## config.mk

```make
export PLATFORM = sky130hd
export DESIGN_NAME = filename_to_rad50_encoder_unit
export DESIGN_NICKNAME = d
export VERILOG_FILES = /design/src/sv/f2r50_pkg.sv /design/src/sv/f2r50_core.sv /design/src/sv/filename_to_rad50_encoder_unit.sv
export SDC_FILE = /design/constraint.sdc
export NUM_CORES = 1
export LEC_CHECK = 0
export BUFFER_PORTS_ARGS = -buffer_cell sky130_fd_sc_hd__buf_2
export CORE_MARGIN = 10
export CORE_UTILIZATION = 25
export CTS_BUF_LIST = sky130_fd_sc_hd__clkbuf_16
export CTS_CLUSTER_SIZE = 30
export DETAILED_ROUTE_END_ITERATION = 10
export HOLD_SLACK_MARGIN = 0.08
export SYNTH_ARGS = -nofsm -noshare
export SYNTH_HDL_FRONTEND = slang
export SYNTH_SLANG_ARGS = --single-unit
```

## constraint.sdc

```tcl
create_clock -name aclk -period 8.9 [get_ports aclk]
set_clock_uncertainty 0.05 [all_clocks]
set_input_delay 0.445 -clock aclk [delete_from_list [all_inputs] [get_ports aclk]]
set_output_delay 0.445 -clock aclk [all_outputs]
set_load 0.05 [all_outputs]
```

## src/sv/f2r50_pkg.sv

```systemverilog
// package for the radix-50 file name encoder: result and status types,
// phase codes, character map and word arithmetic; no dependencies
`timescale 1ns / 1ps
`default_nettype none

package f2r50_pkg;

    localparam int unsigned CHAR_W = 8;
    localparam int unsigned WORD_W = 16;
    localparam int unsigned CODE_W = 6;
    localparam int unsigned POS_W  = 3;

    localparam logic [CHAR_W-1:0] CH_END    = 8'h00;
    localparam logic [CHAR_W-1:0] CH_SPACE  = 8'h20;
    localparam logic [CHAR_W-1:0] CH_DOLLAR = 8'h24;
    localparam logic [CHAR_W-1:0] CH_DOT    = 8'h2E;
    localparam logic [CHAR_W-1:0] CH_ZERO   = 8'h30;
    localparam logic [CHAR_W-1:0] CH_NINE   = 8'h39;
    localparam logic [CHAR_W-1:0] CH_UC_A   = 8'h41;
    localparam logic [CHAR_W-1:0] CH_UC_Z   = 8'h5A;
    localparam logic [CHAR_W-1:0] CH_LC_A   = 8'h61;
    localparam logic [CHAR_W-1:0] CH_LC_Z   = 8'h7A;

    localparam logic [CHAR_W-1:0] R50_SPACE  = 8'd0;
    localparam logic [CHAR_W-1:0] R50_DOLLAR = 8'o33;
    localparam logic [CHAR_W-1:0] R50_DOT    = 8'o34;
    localparam logic [CHAR_W-1:0] R50_DIGIT0 = 8'o36;
    localparam logic [CHAR_W-1:0] R50_LETTER = 8'd1;
    localparam logic [CHAR_W-1:0] R50_BAD    = 8'd255;

    localparam logic [WORD_W-1:0] R50_BASE = 16'o50;
    localparam logic [WORD_W-1:0] R50_SQ   = 16'd1600;
    localparam logic [WORD_W-1:0] R50_CUBE = 16'd64000;

    localparam logic [POS_W-1:0] NAME_HALF = 3'd3;
    localparam logic [POS_W-1:0] NAME_LEN  = 3'd6;
    localparam logic [POS_W-1:0] EXT_LEN   = 3'd3;

    typedef enum logic [3:0] {
        PH_NAME = 4'b0001,
        PH_DOT  = 4'b0010,
        PH_EXT  = 4'b0100,
        PH_FULL = 4'b1000
    } phase_t;

    typedef struct packed {
        logic [WORD_W-1:0] name_word_a;
        logic [WORD_W-1:0] name_word_b;
        logic [WORD_W-1:0] ext_word;
        logic              ok;
    } result_t;

    typedef struct packed {
        logic done;
        logic clear;
    } status_t;

    function automatic logic [CHAR_W-1:0] char_code(input logic [CHAR_W-1:0] c);
        logic [CHAR_W-1:0] r;
        r = R50_BAD;
        if (c == CH_SPACE) begin
            r = R50_SPACE;
        end else if (c == CH_DOLLAR) begin
            r = R50_DOLLAR;
        end else if (c == CH_DOT) begin
            r = R50_DOT;
        end else if (c >= CH_ZERO && c <= CH_NINE) begin
            r = c - CH_ZERO + R50_DIGIT0;
        end else if (c >= CH_UC_A && c <= CH_UC_Z) begin
            r = c - CH_UC_A + R50_LETTER;
        end else if (c >= CH_LC_A && c <= CH_LC_Z) begin
            r = c - CH_LC_A + R50_LETTER;
        end
        return r;
    endfunction

    // acc * 40 + code, kept to one word
    function automatic logic [WORD_W-1:0] mac(input logic [WORD_W-1:0] v,
                                              input logic [CODE_W-1:0] code);
        logic [2*WORD_W-1:0] prod;
        prod = {{WORD_W{1'b0}}, v} * {{WORD_W{1'b0}}, R50_BASE}
             + {{(2*WORD_W-CODE_W){1'b0}}, code};
        return prod[WORD_W-1:0];
    endfunction

    // pad with k spaces: acc * 40^k, kept to one word
    function automatic logic [WORD_W-1:0] pad(input logic [WORD_W-1:0] v,
                                              input logic [1:0] k);
        logic [WORD_W-1:0]   f;
        logic [2*WORD_W-1:0] prod;
        case (k)
            2'd0:    f = 16'd1;
            2'd1:    f = R50_BASE;
            2'd2:    f = R50_SQ;
            2'd3:    f = R50_CUBE;
            default: f = 16'd1;
        endcase
        prod = {{WORD_W{1'b0}}, v} * {{WORD_W{1'b0}}, f};
        return prod[WORD_W-1:0];
    endfunction

endpackage

`default_nettype wire

```

## src/sv/f2r50_core.sv

```systemverilog
// packing state and per-character update for the radix-50 encoder
// depends on f2r50_pkg
`timescale 1ns / 1ps
`default_nettype none

module f2r50_core (
    input  wire logic                        aclk,
    input  wire logic                        aresetn,
    input  wire logic                        step,
    input  wire logic [f2r50_pkg::CHAR_W-1:0] ch,
    output f2r50_pkg::result_t               res,
    output f2r50_pkg::status_t               status
);

    f2r50_pkg::phase_t                  phase_reg, phase_next;
    logic [f2r50_pkg::POS_W-1:0]        pos_reg, pos_next;
    logic [f2r50_pkg::WORD_W-1:0]       acc_a_reg, acc_a_next;
    logic [f2r50_pkg::WORD_W-1:0]       acc_b_reg, acc_b_next;
    logic [f2r50_pkg::WORD_W-1:0]       acc_ext_reg, acc_ext_next;
    logic                               failed_reg, failed_next;

    logic [f2r50_pkg::CHAR_W-1:0]       code;
    logic                               bad;
    logic [f2r50_pkg::CODE_W-1:0]       code6;
    logic [1:0]                         k_a, k_b, k_ext;
    logic [f2r50_pkg::WORD_W-1:0]       pad_a, pad_b, pad_ext;
    logic [f2r50_pkg::POS_W-1:0]        pos_inc;

    assign code    = f2r50_pkg::char_code(ch);
    assign bad     = (code == f2r50_pkg::R50_BAD);
    assign code6   = code[f2r50_pkg::CODE_W-1:0];
    assign pos_inc = pos_reg + 3'd1;

    // spaces still missing in each word
    assign k_a   = (pos_reg < f2r50_pkg::NAME_HALF) ?
                   2'(f2r50_pkg::NAME_HALF - pos_reg) : 2'd0;
    assign k_b   = (pos_reg >= f2r50_pkg::NAME_HALF && pos_reg < f2r50_pkg::NAME_LEN) ?
                   2'(f2r50_pkg::NAME_LEN - pos_reg) : 2'd0;
    assign k_ext = (pos_reg < f2r50_pkg::EXT_LEN) ?
                   2'(f2r50_pkg::EXT_LEN - pos_reg) : 2'd0;

    assign pad_a   = f2r50_pkg::pad(acc_a_reg, k_a);
    assign pad_b   = f2r50_pkg::pad(acc_b_reg, k_b);
    assign pad_ext = f2r50_pkg::pad(acc_ext_reg, k_ext);

    always_comb begin
        res.name_word_a = acc_a_reg;
        res.name_word_b = acc_b_reg;
        res.ext_word    = acc_ext_reg;
        res.ok          = !failed_reg;
        if (!failed_reg && phase_reg == f2r50_pkg::PH_NAME) begin
            res.name_word_a = pad_a;
            res.name_word_b = pad_b;
        end
        if (!failed_reg && phase_reg == f2r50_pkg::PH_EXT) begin
            res.ext_word = pad_ext;
        end
    end

    always_comb begin
        phase_next   = phase_reg;
        pos_next     = pos_reg;
        acc_a_next   = acc_a_reg;
        acc_b_next   = acc_b_reg;
        acc_ext_next = acc_ext_reg;
        failed_next  = failed_reg;
        if (step) begin
            if (ch == f2r50_pkg::CH_END) begin
                phase_next   = f2r50_pkg::PH_NAME;
                pos_next     = '0;
                acc_a_next   = '0;
                acc_b_next   = '0;
                acc_ext_next = '0;
                failed_next  = 1'b0;
            end else if (!failed_reg) begin
                case (phase_reg)
                    f2r50_pkg::PH_NAME: begin
                        if (ch == f2r50_pkg::CH_DOT) begin
                            acc_a_next = pad_a;
                            acc_b_next = pad_b;
                            phase_next = f2r50_pkg::PH_EXT;
                            pos_next   = '0;
                        end else if (bad) begin
                            failed_next = 1'b1;
                        end else begin
                            if (pos_reg < f2r50_pkg::NAME_HALF) begin
                                acc_a_next = f2r50_pkg::mac(acc_a_reg, code6);
                            end else begin
                                acc_b_next = f2r50_pkg::mac(acc_b_reg, code6);
                            end
                            if (pos_inc >= f2r50_pkg::NAME_LEN) begin
                                phase_next = f2r50_pkg::PH_DOT;
                                pos_next   = '0;
                            end else begin
                                pos_next = pos_inc;
                            end
                        end
                    end
                    f2r50_pkg::PH_DOT: begin
                        // one dot after a full name is skipped
                        phase_next = f2r50_pkg::PH_EXT;
                        pos_next   = '0;
                        if (ch != f2r50_pkg::CH_DOT) begin
                            if (bad) begin
                                failed_next = 1'b1;
                            end else begin
                                acc_ext_next = f2r50_pkg::mac(acc_ext_reg, code6);
                                pos_next     = 3'd1;
                            end
                        end
                    end
                    f2r50_pkg::PH_EXT: begin
                        if (bad) begin
                            failed_next = 1'b1;
                        end else begin
                            acc_ext_next = f2r50_pkg::mac(acc_ext_reg, code6);
                            if (pos_inc >= f2r50_pkg::EXT_LEN) begin
                                phase_next = f2r50_pkg::PH_FULL;
                                pos_next   = '0;
                            end else begin
                                pos_next = pos_inc;
                            end
                        end
                    end
                    default: begin
                        phase_next = phase_reg;
                    end
                endcase
            end
        end
    end

    always_ff @(posedge aclk) begin
        if (!aresetn) begin
            phase_reg   <= f2r50_pkg::PH_NAME;
            pos_reg     <= '0;
            acc_a_reg   <= '0;
            acc_b_reg   <= '0;
            acc_ext_reg <= '0;
            failed_reg  <= 1'b0;
        end else begin
            phase_reg   <= phase_next;
            pos_reg     <= pos_next;
            acc_a_reg   <= acc_a_next;
            acc_b_reg   <= acc_b_next;
            acc_ext_reg <= acc_ext_next;
            failed_reg  <= failed_next;
        end
    end

    assign status.done  = step && (ch == f2r50_pkg::CH_END);
    assign status.clear = (phase_reg == f2r50_pkg::PH_NAME) && (pos_reg == '0)
                          && !failed_reg && (acc_a_reg == '0) && (acc_b_reg == '0)
                          && (acc_ext_reg == '0);

endmodule

`default_nettype wire

```

## src/sv/filename_to_rad50_encoder_unit.sv

```systemverilog
// top level of the radix-50 file name encoder: input register, packer core,
// result register and stream handshake; depends on f2r50_pkg and f2r50_core
//
// channel   dir  tdata                            tuser
// s_        in   [7:0] ch                         -
// m_        out  [15:0] name_word_a,              [0] ok
//                [31:16] name_word_b,
//                [47:32] ext_word
//
// one character item per cycle while no result is stalled; an item enters the
// input register, is folded into the accumulators once the core steps,
// and the 0 byte loads the result register and raises m_tvalid
// a stalled result holds a full input register; items keep flowing otherwise
// aresetn clears the handshake state and the packing state at once
`timescale 1ns / 1ps
`default_nettype none

module filename_to_rad50_encoder_unit (
    input  wire logic        aclk,
    input  wire logic        aresetn,
    input  wire logic        s_tvalid,
    output logic             s_tready,
    input  wire logic [7:0]  s_tdata,   // ch
    output logic             m_tvalid,
    input  wire logic        m_tready,
    output logic [47:0]      m_tdata,   // name_word_a, name_word_b, ext_word
    output logic             m_tuser    // ok
);

    logic                             in_valid_reg;
    logic [f2r50_pkg::CHAR_W-1:0]     in_ch_reg;
    logic                             out_valid_reg, out_valid_next;
    f2r50_pkg::result_t               out_reg;
    f2r50_pkg::result_t               res;
    f2r50_pkg::status_t               status;
    logic                             step;

    // the core advances on a full input register unless a result sits unaccepted
    assign step     = in_valid_reg && (!out_valid_reg || m_tready);
    assign s_tready = !in_valid_reg || step;

    f2r50_core u_core (
        .aclk    (aclk),
        .aresetn (aresetn),
        .step    (step),
        .ch      (in_ch_reg),
        .res     (res),
        .status  (status)
    );

    always_comb begin
        out_valid_next = out_valid_reg;
        if (m_tready) begin
            out_valid_next = 1'b0;
        end
        if (status.done) begin
            out_valid_next = 1'b1;
        end
    end

    always_ff @(posedge aclk) begin
        if (!aresetn) begin
            in_valid_reg  <= 1'b0;
            out_valid_reg <= 1'b0;
        end else begin
            if (s_tready) begin
                in_valid_reg <= s_tvalid;
            end
            out_valid_reg <= out_valid_next;
        end
    end

    always_ff @(posedge aclk) begin
        if (s_tvalid && s_tready) begin
            in_ch_reg <= s_tdata;
        end
        if (status.done) begin
            out_reg <= res;
        end
    end

    assign m_tvalid = out_valid_reg;
    assign m_tdata  = {out_reg.ext_word, out_reg.name_word_b, out_reg.name_word_a};
    assign m_tuser  = out_reg.ok;

    // a new result only ever comes from an end-of-name byte
    a_result_source: assert property (@(posedge aclk) disable iff (!aresetn)
        (out_valid_reg && !$past(out_valid_reg)) |-> $past(status.done))
        else $error("result appeared without an end byte");

    // packing state returns to reset after every result
    a_clear_after_done: assert property (@(posedge aclk) disable iff (!aresetn)
        status.done |=> status.clear)
        else $error("packing state not cleared after result");

    // a stalled result blocks the core
    a_no_step_on_stall: assert property (@(posedge aclk) disable iff (!aresetn)
        (out_valid_reg && !m_tready) |-> !step)
        else $error("core advanced while result stalled");

    // a full input register with a stalled result takes nothing
    a_hold_input: assert property (@(posedge aclk) disable iff (!aresetn)
        (in_valid_reg && out_valid_reg && !m_tready) |=> $stable(in_ch_reg))
        else $error("input item lost under stall");

endmodule

`default_nettype wire
```

==> flow_summary.toml <==
[synth]
netlist.area_leader.share_pct = 21.63
synth_nets = 2083
yosysSeqAreaShare_pct = 19.33
synth-seq-cells = 115
yosys_warnings = 0
syn_area_per_cell_um2 = 8.667
synth.area.top_cells = "ha_1 (22%), fa_1 (13%), edfxtp_1 (12%)"
synth_area_um2 = 14860
synthArstFlopShare_pct = 0
synth_area_leader_cell = "ha_1"
yosysMostFrequentCell = "inv_1"
synthFlopType = "dfxtp_1"
synth_cells = 1715
synth-edff-count = 57
ys_types = 75
synth_commonest_cells = "inv_1 (258), ha_1 (257), nand2_1 (156)"

[floorplan]
num_io_pins = 63
die_w_um = 263.8
start_util_pct = 25.23
core_um2 = 58910
dieArea_um2 = 69610
rows = 89
die_y_um = 263.8

[detailed_routing]
num_vias = 12070
drc = 0
drt_iter0_drc = 921
ant_nets = 0
vias_per_cell = 4.740
firstDrtPassIters = 5
wl_per_cell_um = 16.31
drt_wl_total_um = 41550

[pwr]
ir_drop_mv = 0.1602
p_leak_nw = 8.258
p_per_area_nw_per_um2 = 82.38

[critical_path]
crit_type = "register to register"
cp_top_family = "adder cells"
path_buf_inv = 4
cpPeakStageDelay_ns = 0.88
cp.required_ns = 9.21
critPathMaxFanout = 19
crit_top_cell = "fa_1"
start_kind = "register"
endpoint_kind = "register"
arrival_ns = 7.71
cpMaxStageDelayCell = "nor4_1"
crit_chain = "clkinv_1 > ha_1 > inv_1 > nor4_1 > and2_1 > fa_1 > ha_1 > fa_1 > fa_1 > inv_1 > fa_1 > inv_1 > fa_1 > xnor2_1 > xnor3_1 > xnor3_1 > xnor2_1 > xnor2_1 > xnor2_1 > nand2_1 > a22o_1"

[global_route]
overflow = 0
grt_use_total_pct = 11.92
grt_pass1_wl_um = 65870
grt_max_degree = 52
grt_pass1_vias = 12070
antenna_found_initial = 0

[clock_network]
cts_tree = "done"
clockBufferDepth = 2
post_cts_resized = 0
htreeDepth = 4
cts_buffers = 17
root_buffer = "clkbuf_16"
clk_pin_slew_ns = 0.06
post_cts_buffers = 0
cts_sinks = 115
cts_hold_repair.buffers = 2
clk_latency_ns = 0.47

[flow_run]
timing.max_cap.violations = 0

[timing]
tightest_slew_ns = 1.160
rsz0062_at_grt = "no"
final_hold_viol_count = 0
period_share_pct = 83.19
setup_slack_ns = 1.496
tns_ns = 0
slew_headroom_pct = 22.41
setup_viol = 0
fmax_mhz = 135.1
maxSlewViolCount = 0
period_minus_slack_ns = 7.404

[placed_design]
io_buffers = 62
gp_congestion = 0.8777
pre_cts_ws_ns = 1.471
hpwlAfterDp_um = 32480

[status]
status = "finished clean"

[final_layout]
finalNetCount = 2128
areaGrowthSynthToFinish_pct = 12.07
nFillCells = 6188
largest_reg_flops = 48
layout-drive-gt1-share_pct = 7.445

[hold_path]
min_path_type = "input port to register"
## area by class of cell
| class | instances | area, um2 | share of cell area (%) |
|---|---|---|---|
| antenna | 1 | 2.502 | 0.01502 |
| clock buffer | 19 | 475.5 | 2.854 |
| clock inverter | 13 | 90.09 | 0.5408 |
| inverter | 261 | 979.7 | 5.881 |
| multi-input combinational | 1285 | 10820 | 64.95 |
| sequential | 115 | 2873 | 17.25 |
| tap | 773 | 967.2 | 5.806 |
| timing repair buffer | 80 | 450.4 | 2.704 |
## cell families (layout without fill, tap and decap cells)
kind of cell | count (synthesis) | in the layout | share of synthesized area (%)
compound gates | 264 | 264 | 12.00
simple gates | 536 | 536 | 17.84
buf+inv | 315 | 373 | 8.013
fa+ha+maj | 356 | 356 | 34.97
xor+xnor | 121 | 121 | 7.315
flops | 115 | 115 | 19.33
mux | 8 | 8 | 0.5472
other cells | 0 | 1 | 0
## metal layers
layer	vias up	global-route usage, %	share of wire, %
met3	47	2.436	5.1
met1	5835	14.90	45
met5	-	0	0
met4	0	3.985	2.1
li1	5905	-	-
met2	285	20.08	48
## where the power goes
| group | total (mW) | leakage [nW] | internal [mW] | switching, mW |
|---|---|---|---|---|
| sequential | 0.574 | 0.929 | 0.560 | 0.0143 |
| clock | 0.676 | 0.301 | 0.409 | 0.267 |
| combinational | 0.123 | 7.03 | 0.0437 | 0.0788 |
## final timing paths
check	end	cells after the start	slack, ns	start
max	u_core.acc_b_reg[15]	21	1.50	u_core.pos_reg[0]
min	in_ch_reg[1]	1	0.12	s_tdata[1]
max reg2reg	u_core.acc_b_reg[15]	21	1.50	u_core.pos_reg[0]
min reg2reg	u_core.acc_ext_reg[14]	2	0.45	u_core.acc_ext_reg[14]
## through the flow
stage | utilization, % | std cells | power (mW) | hold slack [ns] | instance area [um2]
floorplan | - | 1715 | 0.6671 | 0.4023 | 14860
global placement | 27.28 | 2512 | 0.7033 | 0.4336 | 16070
detailed placement | 27.28 | 2512 | 0.7051 | 0.4436 | 16070
CTS | 28.27 | 2546 | 1.396 | 0.08122 | 16660
global route | 28.27 | 2546 | 1.433 | 0.08964 | 16660
finish | 28.28 | 2547 | 1.372 | 0.1160 | 16660
## layout by cell type (no fill, tap or decap), types with 36 or more instances in the layout
master | netlist | layout
inv_1 | 258 | 260
ha_1 | 257 | 257
nand2_1 | 156 | 156
nor2_1 | 121 | 121
fa_1 | 99 | 99
xnor2_1 | 86 | 86
buf_2 | 7 | 62
a21oi_1 | 62 | 61
dfxtp_1 | 58 | 58
edfxtp_1 | 57 | 57
o21ai_0 | 46 | 46
nor2b_1 | 46 | 46
and2_1 | 36 | 36
Power figures use the tool's default switching activity.
